## config.mk

```make
export PLATFORM = sky130hd
export DESIGN_NAME = sleep_countdown_table_core
export DESIGN_NICKNAME = d
export VERILOG_FILES = /design/src/rtl/core/sct_pkg.sv /design/src/rtl/core/sct_dec_unit.sv /design/src/rtl/core/sleep_countdown_table_core.sv
export SDC_FILE = /design/constraint.sdc
export NUM_CORES = 1
export LEC_CHECK = 0
export BUFFER_PORTS_ARGS = -buffer_cell sky130_fd_sc_hd__buf_2
export CAP_MARGIN = 20
export CORE_ASPECT_RATIO = 0.5
export CORE_MARGIN = 4
export CORE_UTILIZATION = 55
export DETAILED_ROUTE_END_ITERATION = 10
export HOLD_SLACK_MARGIN = 0.12
export PLACE_DENSITY_LB_ADDON = 0.15
export SLEW_MARGIN = 20
export SYNTH_ARGS = -nofsm -noshare
export SYNTH_HDL_FRONTEND = slang
export SYNTH_SLANG_ARGS = --single-unit
```

## constraint.sdc

```tcl
create_clock -name i_clk -period 11.1 [get_ports i_clk]
set_input_delay 2.22 -clock i_clk [delete_from_list [all_inputs] [get_ports i_clk]]
set_output_delay 2.22 -clock i_clk [all_outputs]
set_load 0.005 [all_outputs]
```

## src/rtl/core/sct_pkg.sv

```systemverilog
// sleep countdown table: shared types and codes
// used by sct_dec_unit and sleep_countdown_table_core; no dependencies
package sct_pkg;

    localparam int ID_W  = 8;
    localparam int REM_W = 31;
    localparam int TICKS_W = 32;

    localparam logic CMD_SLEEP = 1'b0;
    localparam logic CMD_TICK  = 1'b1;

    localparam logic KIND_WAKE   = 1'b0;
    localparam logic KIND_REJECT = 1'b1;

    typedef struct packed {
        logic                      cmd;
        logic [ID_W-1:0]           requester_id;
        logic signed [TICKS_W-1:0] sleep_ticks;
    } t_cmd_item;

    typedef struct packed {
        logic            kind;
        logic [ID_W-1:0] woken_id;
        logic            last;
    } t_result_item;

    typedef enum logic {
        ST_IDLE,
        ST_SCAN
    } t_state;

endpackage

```

## src/rtl/core/sct_dec_unit.sv

```systemverilog
// sleep countdown table: shared countdown unit, one slot per use
// decides whether an entry wakes and gives its decremented count; uses sct_pkg
module sct_dec_unit (
    input  logic [sct_pkg::REM_W-1:0] i_rem,
    output logic                      o_wake,
    output logic [sct_pkg::REM_W-1:0] o_rem_dec
);
    import sct_pkg::*;

    // a count of one or less expires on this tick
    assign o_wake    = (i_rem <= REM_W'(1));
    assign o_rem_dec = i_rem - REM_W'(1);

endmodule

```

## src/rtl/core/sleep_countdown_table_core.sv

```systemverilog
// sleep countdown table: top level with slot memory and scan sequencer
// uses sct_pkg and sct_dec_unit
//
// usage:
//   an item is taken when start is high and busy is low. a sleep item puts
//   requester_id with its tick count at the front of the table; a tick item
//   counts every entry down by one and wakes those that expire.
//   results leave on o_result, one per cycle, marked by o_strobe; the
//   receiver cannot stall them and must take each on its strobe cycle.
// sleep and tick behaviour:
//   sleep: busy stays low; a rejection (table full)
//   appears on the cycle after the item is taken.
//   tick: busy while the scan runs over the sleeping entries; the
//   single countdown unit visits one slot per cycle through the registered
//   memory read port. wakes come out newest first while the scan runs; the
//   final one, with last set, comes in the first cycle with busy low.
//   a tick with an empty table leaves busy low and gives no result.
// reset:
//   synchronous, active low; empties the table. the slot memory is not
//   cleared, entries are tracked by a fill count and a head pointer.
module sleep_countdown_table_core #(
    parameter int SLOTS = 16
) (
    input  logic                  i_clk,
    input  logic                  i_rst_n,
    input  logic                  start,
    input  sct_pkg::t_cmd_item    i_cmd,
    output logic                  busy,
    output logic                  o_strobe,
    output sct_pkg::t_result_item o_result
);
    import sct_pkg::*;

    localparam int AW = $clog2(SLOTS);
    localparam int CW = $clog2(SLOTS + 1);
    localparam logic [AW:0]   SLOTS_W  = (AW + 1)'(SLOTS);
    localparam logic [CW-1:0] SLOTS_C  = CW'(SLOTS);
    localparam logic [AW-1:0] LAST_ADR = AW'(SLOTS - 1);

    // slot memory, circular with newest entry at r_head
    logic [ID_W-1:0]  mem_owner [SLOTS];
    logic [REM_W-1:0] mem_rem   [SLOTS];

    t_state r_state, n_state;
    logic [AW-1:0]  r_head, n_head;
    logic [CW-1:0]  r_count, n_count;
    logic [CW-1:0]  r_idx, n_idx;
    logic [CW-1:0]  r_wr, n_wr;
    logic           r_rd_vld, n_rd_vld;
    logic           r_pend, n_pend;
    logic [ID_W-1:0] r_pend_id, n_pend_id;
    logic           r_strobe, n_strobe;
    t_result_item   r_result, n_result;
    logic [ID_W-1:0]  r_rd_owner;
    logic [REM_W-1:0] r_rd_rem;

    logic             accept;
    logic             scan_done;
    logic             wr_en;
    logic [AW-1:0]    wr_addr;
    logic [ID_W-1:0]  wr_owner;
    logic [REM_W-1:0] wr_rem;
    logic [AW-1:0]    rd_addr;
    logic             dec_wake;
    logic [REM_W-1:0] dec_rem;

    // logical position to physical slot
    function automatic logic [AW-1:0] phys(input logic [AW-1:0] head,
                                           input logic [CW-1:0] pos);
        logic [AW:0] sum;
        sum = {1'b0, head} + {1'b0, pos[AW-1:0]};
        if (sum >= SLOTS_W) begin
            return AW'(sum - SLOTS_W);
        end
        return AW'(sum);
    endfunction

    sct_dec_unit u_dec (
        .i_rem     (r_rd_rem),
        .o_wake    (dec_wake),
        .o_rem_dec (dec_rem)
    );

    assign busy      = (r_state != ST_IDLE);
    assign accept    = start && !busy;
    assign scan_done = (r_idx == r_count) && !r_rd_vld;
    assign rd_addr   = phys(r_head, r_idx);
    assign o_strobe  = r_strobe;
    assign o_result  = r_result;

    // next state
    always_comb begin
        n_state = r_state;
        unique case (r_state)
            ST_IDLE: begin
                if (accept && i_cmd.cmd == CMD_TICK && r_count != '0) begin
                    n_state = ST_SCAN;
                end
            end
            ST_SCAN: begin
                if (scan_done) begin
                    n_state = ST_IDLE;
                end
            end
            default: n_state = ST_IDLE;
        endcase
    end

    // datapath and outputs
    always_comb begin
        n_head    = r_head;
        n_count   = r_count;
        n_idx     = r_idx;
        n_wr      = r_wr;
        n_rd_vld  = 1'b0;
        n_pend    = r_pend;
        n_pend_id = r_pend_id;
        n_strobe  = 1'b0;
        n_result  = r_result;
        wr_en     = 1'b0;
        wr_addr   = r_head;
        wr_owner  = i_cmd.requester_id;
        wr_rem    = i_cmd.sleep_ticks[TICKS_W-1] ? '0 : i_cmd.sleep_ticks[REM_W-1:0];
        unique case (r_state)
            ST_IDLE: begin
                if (accept && i_cmd.cmd == CMD_SLEEP) begin
                    if (r_count == SLOTS_C) begin
                        n_strobe          = 1'b1;
                        n_result.kind     = KIND_REJECT;
                        n_result.woken_id = i_cmd.requester_id;
                        n_result.last     = 1'b1;
                    end else begin
                        // new entry goes in front of the current newest
                        n_head  = (r_head == '0) ? LAST_ADR : r_head - AW'(1);
                        wr_en   = 1'b1;
                        wr_addr = n_head;
                        n_count = r_count + CW'(1);
                    end
                end else if (accept) begin
                    n_idx  = '0;
                    n_wr   = '0;
                    n_pend = 1'b0;
                end
            end
            ST_SCAN: begin
                if (r_idx != r_count) begin
                    n_rd_vld = 1'b1;
                    n_idx    = r_idx + CW'(1);
                end
                if (r_rd_vld) begin
                    if (dec_wake) begin
                        // hold each wake until we know whether another follows
                        if (r_pend) begin
                            n_strobe          = 1'b1;
                            n_result.kind     = KIND_WAKE;
                            n_result.woken_id = r_pend_id;
                            n_result.last     = 1'b0;
                        end
                        n_pend    = 1'b1;
                        n_pend_id = r_rd_owner;
                    end else begin
                        // survivors compact toward the front
                        wr_en    = 1'b1;
                        wr_addr  = phys(r_head, r_wr);
                        wr_owner = r_rd_owner;
                        wr_rem   = dec_rem;
                        n_wr     = r_wr + CW'(1);
                    end
                end
                if (scan_done) begin
                    if (r_pend) begin
                        n_strobe          = 1'b1;
                        n_result.kind     = KIND_WAKE;
                        n_result.woken_id = r_pend_id;
                        n_result.last     = 1'b1;
                    end
                    n_pend  = 1'b0;
                    n_count = r_wr;
                end
            end
            default: begin
                n_pend = 1'b0;
            end
        endcase
    end

    always_ff @(posedge i_clk) begin
        if (wr_en) begin
            mem_owner[wr_addr] <= wr_owner;
            mem_rem[wr_addr]   <= wr_rem;
        end
        r_rd_owner <= mem_owner[rd_addr];
        r_rd_rem   <= mem_rem[rd_addr];
    end

    always_ff @(posedge i_clk) begin
        if (!i_rst_n) begin
            r_state  <= ST_IDLE;
            r_head   <= '0;
            r_count  <= '0;
            r_idx    <= '0;
            r_wr     <= '0;
            r_rd_vld <= 1'b0;
            r_pend   <= 1'b0;
            r_strobe <= 1'b0;
        end else begin
            r_state  <= n_state;
            r_head   <= n_head;
            r_count  <= n_count;
            r_idx    <= n_idx;
            r_wr     <= n_wr;
            r_rd_vld <= n_rd_vld;
            r_pend   <= n_pend;
            r_strobe <= n_strobe;
        end
    end

    always_ff @(posedge i_clk) begin
        r_pend_id <= n_pend_id;
        r_result  <= n_result;
    end

endmodule
```

==> results.py, run 1 <==
metrics = {
    "yosys": {
        "syn_area_um2": 27900,
        "ys_seq_elements": 704,
        "synthCells": 1510,
        "synth_fp_nets": 1570,
        "yosysWarnings": 0,
        "ys_top_cells_by_area": "edfxtp_1 69%, mux4_2 13%, dfxtp_1 4.4%",
        "post-synth-top-area-cell": "edfxtp_1",
        "yosys_most_used_dff": "edfxtp_1",
        "netlist.area_leader.share": 0.690,
        "ys_types": 62,
        "synth_edf_count": 642,
        "avgSynthCellArea_um2": 18.5,
        "yosysMostFrequentCell": "edfxtp_1",
        "synth_top_cells_by_count": "642 x edfxtp_1, 156 x mux4_2, 107 x nand2_1",
        "ys_seq_area_frac": 0.734,
        "async_flop_share": 0,
    },
    "setup_path": {
        "critPathCapture": "mem_rem[13][18]$_DFFE_PP_",
        "r2r_end": "mem_rem[8][30]$_DFFE_PP_",
        "crit_cells": 8,
        "cp.buffers_inverters": 2,
        "cp_top_family": "simple AND/OR/NAND/NOR gates",
        "worstPathCellList": "buf_2 > nand2b_1 > nor2_1 > a221o_1 > o41a_1 > nand2_1 > nor3_2 > buf_4",
        "crit_start": "i_cmd[40]",
        "r2r_slack_ps": 6810,
        "cp_max_fo": 39,
        "crit_type": "in -> reg",
        "reg2regPathDepth": 7,
        "crit_path_top_delay_cell": "buf_4",
        "start_kind": "primary input",
        "r2r_start": "r_rd_rem[9]$_DFF_P_",
        "required_ps": 11330,
        "arrival_ps": 4560,
        "critPathCaptureType": "flop",
        "slowest_delay_ps": 670,
    },
    "floorplan": {
        "die_h_um": 167,
        "rows": 58,
        "initial_utilization": 0.556,
        "core_area_um2": 50200,
        "dieArea_um2": 54700,
        "num_io_pins": 56,
        "die_w_um": 327,
    },
    "clock_network": {
        "cts_root_buf": "clkbuf_16",
        "path_clk_slew_ps": 70,
        "cts_setup_buffers": 0,
        "cts_tree": "built",
        "ctsResizeCount": 0,
        "clock_latency_ps": 620,
        "cts-htree-levels": 2,
        "cts_sinks": 704,
        "cts_buffers": 59,
        "clockBufferDepth": 3,
        "hold_buffers": 0,
    },
    "timing": {
        "worst_pin_slew_ps": 1130,
        "setup_violations": 0,
        "fmax_ghz": 0.231,
        "fin_skew_ps": 32.3,
        "fin_crit_sh": 0.391,
        "maxSlewHeadroom": 0.243,
        "rsz0062_at_grt": "false",
        "setup_tns_ps": 0,
        "finalWorstSetupSlack_ps": 6760,
        "fin_crit_ps": 4340,
        "whs_ps": 429,
        "hold_viol": 0,
        "drv_slew": 0,
    },
    "layout": {
        "drive_above_1_share": 0.240,
        "n_antenna_cell": 0,
        "layoutNonFillerInstCount": 2321,
        "finish.instance_area_um2": 31100,
        "nets": 1643,
        "syn2layout_area_growth_pct": 11.3,
    },
    "detailed_routing": {
        "ant_nets": 0,
        "drt-total-wl_um": 59100,
        "drt_first_pass_iters": 5,
        "drtIter0Drc": 1544,
        "post_drt_wl_per_cell_um": 25.4,
        "drc": 0,
        "num_vias": 14266,
        "avgViaCountPerCell": 6.15,
    },
    "grt": {
        "grt_overflow": 0,
        "grt_antenna_before_repair": 0,
        "grt_pass1_wl_um": 90500,
        "grt_usage": 0.219,
        "grt_start_max_net_pins": 100,
        "grt_pass1_vias": 14593,
    },
    "placed_design": {
        "dp_hpwl_um": 31300,
        "io_buffers": 55,
        "pre_cts_slack_ps": 6190,
        "place_area_um2": 29200,
        "finalWeightedCongestion": 0.822,
        "place_inst": 2211,
    },
    "pwr": {
        "comb_power_share": 0.084,
        "sequentialPowerShare": 0.543,
        "power_per_cell_area_nw_per_um2": 179,
        "p_switching_w": 0.00124,
        "vdd_ir_drop_max_v": 0.000126,
        "p_clk_frac": 0.373,
        "swShare": 0.223,
        "p_int_w": 0.00433,
        "p_leak_nw": 10.0,
    },
    "hold_path": {
        "hold_path_class": "reg -> reg",
    },
    "job": {
        "drv_cap": 0,
    },
    "run_status": {
        "status": "finished clean",
    },
}
## power by group through the flow
stage	logic, W	registers, W	clock network [W]
2_1_floorplan	0.000341	0.00306	0
3_3_place_gp	0.000456	0.00308	0
3_5_place_dp	0.000469	0.00308	0
4_1_cts	0.000471	0.00303	0.00212
5_1_grt	0.000507	0.00303	0.00224
6_report	0.000467	0.00303	0.00208
## worst min-delay path by stage
stage	startpoint	endpoint	slack, ps	cells past startpoint
2_1_floorplan	r_rd_owner[0]$_DFF_P_	r_pend_id[0]$_DFFE_PP_	400	0
3_3_place_gp	r_rd_owner[3]$_DFF_P_	r_pend_id[3]$_DFFE_PP_	410	0
3_5_place_dp	r_rd_owner[6]$_DFF_P_	r_pend_id[6]$_DFFE_PP_	410	0
4_1_cts	r_rd_owner[3]$_DFF_P_	r_pend_id[3]$_DFFE_PP_	430	0
5_1_grt	r_rd_owner[3]$_DFF_P_	r_pend_id[3]$_DFFE_PP_	440	0
6_report	r_rd_owner[3]$_DFF_P_	r_pend_id[3]$_DFFE_PP_	430	0
## cells by family after synthesis
kind of cell / Yosys count / synth area share
adder cells (fa/ha/maj): 16 / 0.00770
multiplexers: 176 / 0.133
AND/OR/NAND/NOR: 298 / 0.0529
XOR/XNOR: 43 / 0.0135
buffers and inverters: 96 / 0.0138
AO/OA/AOI/OAI: 177 / 0.0445
flip-flops: 704 / 0.734
## per-layer routing
metal / global-route usage / wire length [um]
met4: 0.0441 / 913
met5: 0 / 0
met1: 0.333 / 26100
met3: 0.0373 / 4440
met2: 0.343 / 27600
## stage by stage
| step | util | total power [W] |
|---|---|---|
| after floorplan | - | 0.00340 |
| after global placement | 0.581 | 0.00354 |
| after detailed placement | 0.581 | 0.00355 |
| after CTS | 0.619 | 0.00562 |
| after global routing | 0.619 | 0.00578 |
| final | 0.619 | 0.00558 |
## cells in the final DEF, fill, tap and decap left out, types with 14 or more instances in the layout
master and n:
nand3_1 26, inv_1 14, a21oi_1 25, buf_4 36, nor2_1 49, buf_2 56
dfxtp_1 61, xnor2_1 26, clkbuf_1 19, a211oi_1 42, nor3_1 15, and2_1 42
nand2_1 107, a31oi_1 42, xor2_1 14, o21ai_0 14, edfxtp_1 642, clkbuf_16 61
mux4_2 156
## layout make-up
| class | count | area, um^2 |
|---|---|---|
| Sequential cell | 704 | 20500 |
| Fill cell | 3562 | 19100 |
| Multi-Input combinational cell | 710 | 7160 |
| Clock buffer | 82 | 1630 |
| Tap cell | 690 | 863 |
| Timing Repair Buffer | 93 | 571 |
| Clock inverter | 27 | 302 |
| Inverter | 15 | 56.3 |
## state kept, by name (all words and copies together) (netlist names)
register / count
r_rd_rem: 31
o_result: 10
busy: 1
r_pend_id: 8
mem_owner: 128
r_count: 5
mem_rem: 496
r_head: 4
r_pend: 1
r_rd_owner: 8
o_strobe: 1
r_rd_vld: 1
r_wr: 5
r_idx: 5
Power figures use the tool's default switching activity.
==> run 2: changes to the inputs <==
==> constraint.sdc (replaced) <==
create_clock -name i_clk -period 3.5 [get_ports i_clk]
set_input_delay 0.7 -clock i_clk [delete_from_list [all_inputs] [get_ports i_clk]]
set_output_delay 0.7 -clock i_clk [all_outputs]
set_load 0.005 [all_outputs]
==> run 2 against run 1 <==
  * Clock-buffer cell count is 3 lower
  * Critical path depth is 1 lower
  * Die area stayed put
  * Utilization is 2.2 points higher
  * First-iteration DRC count is 19% higher
  * Register-to-register slack worse by 6700 ps
  * Sequential power grew to 3.2 times the previous value
  * Power grew to 3.2 times the previous value
  * Combinational power grew to 3.7 times the previous value
  * Clock skew is 5.6 ps lower
  * Worst hold slack worse by 18 ps
==> results.py, run 2 (same netlist as run 1, synthesis figures left out) <==
metrics = {
    "grt": {
        "grt_usage": 0.235,
        "grt_overflow": 0,
        "grt_pass1_wl_um": 96200,
        "grt_start_max_net_pins": 69,
        "grt_antenna_before_repair": 0,
        "grt_pass1_vias": 14997,
    },
    "placed_design": {
        "place_area_um2": 30200,
        "finalWeightedCongestion": 0.841,
        "dp_hpwl_um": 39100,
        "place_inst": 2291,
        "io_buffers": 55,
    },
    "pwr": {
        "sequentialPowerShare": 0.532,
        "p_clk_frac": 0.373,
        "swShare": 0.226,
        "vdd_ir_drop_max_v": 0.000368,
        "p_int_w": 0.0139,
        "comb_power_share": 0.095,
        "power_per_cell_area_nw_per_um2": 559,
        "p_switching_w": 0.00407,
        "p_leak_nw": 10.6,
    },
    "clock_network": {
        "path_clk_slew_ps": 70,
        "cts_buffers": 59,
        "cts_sinks": 704,
        "cts-htree-levels": 2,
        "clockBufferDepth": 3,
        "cts_tree": "built",
        "cts_root_buf": "clkbuf_16",
        "clock_latency_ps": 610,
    },
    "detailed_routing": {
        "avgViaCountPerCell": 6.21,
        "ant_nets": 0,
        "drc": 0,
        "drt-total-wl_um": 63500,
        "post_drt_wl_per_cell_um": 26.4,
        "num_vias": 14930,
        "drt_first_pass_iters": 5,
        "drtIter0Drc": 1831,
    },
    "floorplan": {
        "die_w_um": 327,
        "initial_utilization": 0.556,
        "num_io_pins": 56,
        "core_area_um2": 50200,
        "die_h_um": 167,
        "rows": 58,
        "dieArea_um2": 54700,
    },
    "setup_path": {
        "r2r_end": "mem_rem[4][21]$_DFFE_PP_",
        "critPathCaptureType": "flop",
        "reg2regPathDepth": 7,
        "crit_type": "reg -> reg",
        "r2r_start": "r_rd_rem[27]$_DFF_P_",
        "arrival_ps": 3710,
        "required_ps": 3770,
        "r2r_slack_ps": 60,
        "start_kind": "flop",
        "cp_max_fo": 39,
    },
    "timing": {
        "maxSlewHeadroom": 0.493,
        "fin_skew_ps": 26.8,
        "hold_viol": 0,
        "fin_crit_sh": 0.982,
        "fin_crit_ps": 3440,
        "drv_slew": 0,
        "worst_pin_slew_ps": 755,
        "whs_ps": 411,
        "setup_violations": 0,
        "setup_tns_ps": 0,
        "fmax_ghz": 0.291,
    },
    "layout": {
        "syn2layout_area_growth_pct": 15.3,
        "final_common_cell": "edfxtp_1",
        "final_cell_mix": "642 x edfxtp_1, 156 x mux4_2, 106 x nand2_1, 86 x buf_4, 61 x dfxtp_1",
        "drive_above_1_share": 0.280,
        "reg.largest.list": "mem_rem (496), mem_owner (128), r_rd_rem (31)",
        "finish.instance_area_um2": 32200,
        "largest_register_ffs": 496,
        "fin_util": 0.642,
        "layoutNonFillerInstCount": 2404,
        "largest-register": "mem_rem",
        "nets": 1722,
    },
    "hold_path": {
        "min_to": "r_head[0]$_SDFFE_PN0N_",
        "hold_depth": 2,
        "min-delay-start": "i_rst_n",
        "hold_path_class": "in -> reg",
    },
    "run_status": {
        "status": "finished clean",
    },
    "job": {
        "drv_cap": 0,
    },
}
[run 2: cell count changes in the layout (fill, tap and decap cells not counted), moves of 5 or more]
cell	previous run	this run
nor3_2	8	0
o21ai_0	14	24
nor3_4	0	8
buf_4	36	86
o21ai_1	12	2
clkbuf_1	19	14
buf_12	1	31
[run 2: what timing repair did]
action                                  in CTS  in global routing
endpoints found under the setup margin       0                508
hold endpoints to repair                     0                  0
hold buffers                                 0                  0
resized for setup                            0                  2
setup buffers                                0                  0
[run 2: metal layers]
metal,share of wire,up-vias,track usage
met2,0.46,596,0.355
met5,0,-,0
li1,-,6410,-
met1,0.44,7834,0.361
met3,0.083,90,0.0495
met4,0.019,0,0.0485
[run 2: worst max-delay path by stage]
stage,start,to,depth (start not counted)
3_5_place_dp,r_rd_rem[9]$_DFF_P_,mem_rem[4][19]$_DFFE_PP_,8
5_1_grt,r_rd_rem[27]$_DFF_P_,mem_owner[9][1]$_DFFE_PP_,7
6_report,r_rd_rem[27]$_DFF_P_,mem_rem[4][21]$_DFFE_PP_,7
4_1_cts,r_rd_rem[9]$_DFF_P_,mem_rem[4][14]$_DFFE_PP_,8
3_3_place_gp,r_rd_rem[27]$_DFF_P_,mem_owner[13][0]$_DFFE_PP_,7
2_1_floorplan,r_rd_rem[27]$_DFF_P_,mem_owner[10][0]$_DFFE_PP_,6
[run 2: per-stage QoR]
step	power, W	setup slack [ps]
floorplan	0.0108	-558
global placement	0.0114	257
detailed placement	0.0115	93.3
CTS	0.0181	32.6
global route	0.0187	-21.0
finish	0.0180	64.3
[run 2: critical path, stage by stage (launching register included)]
cell and delay (ps):
dfxtp_1 330, or4_4 550, or3_4 400, o41ai_4 530, o21ai_1 280, a21boi_2 310
nor3b_4 290, buf_12 360
[run 2: power by group through the flow]
stage	Sequential, W	Clock (W)	Combinational (W)
floorplan	0.00971	0	0.00111
global placement	0.00975	0	0.00168
detailed placement	0.00976	0	0.00170
CTS	0.00958	0.00683	0.00171
global route	0.00961	0.00723	0.00184
finish	0.00959	0.00672	0.00171
[run 2: final cells by class]
cell class	count	area, um^2
inverters	15	56.3
multi-input cells	710	7260
diodes	1	2.50
well taps	690	863
fillers	3415	18000
clock buffers	79	1620
repair buffers	172	1540
clock inverters	33	357
flip-flops and latches	704	20500
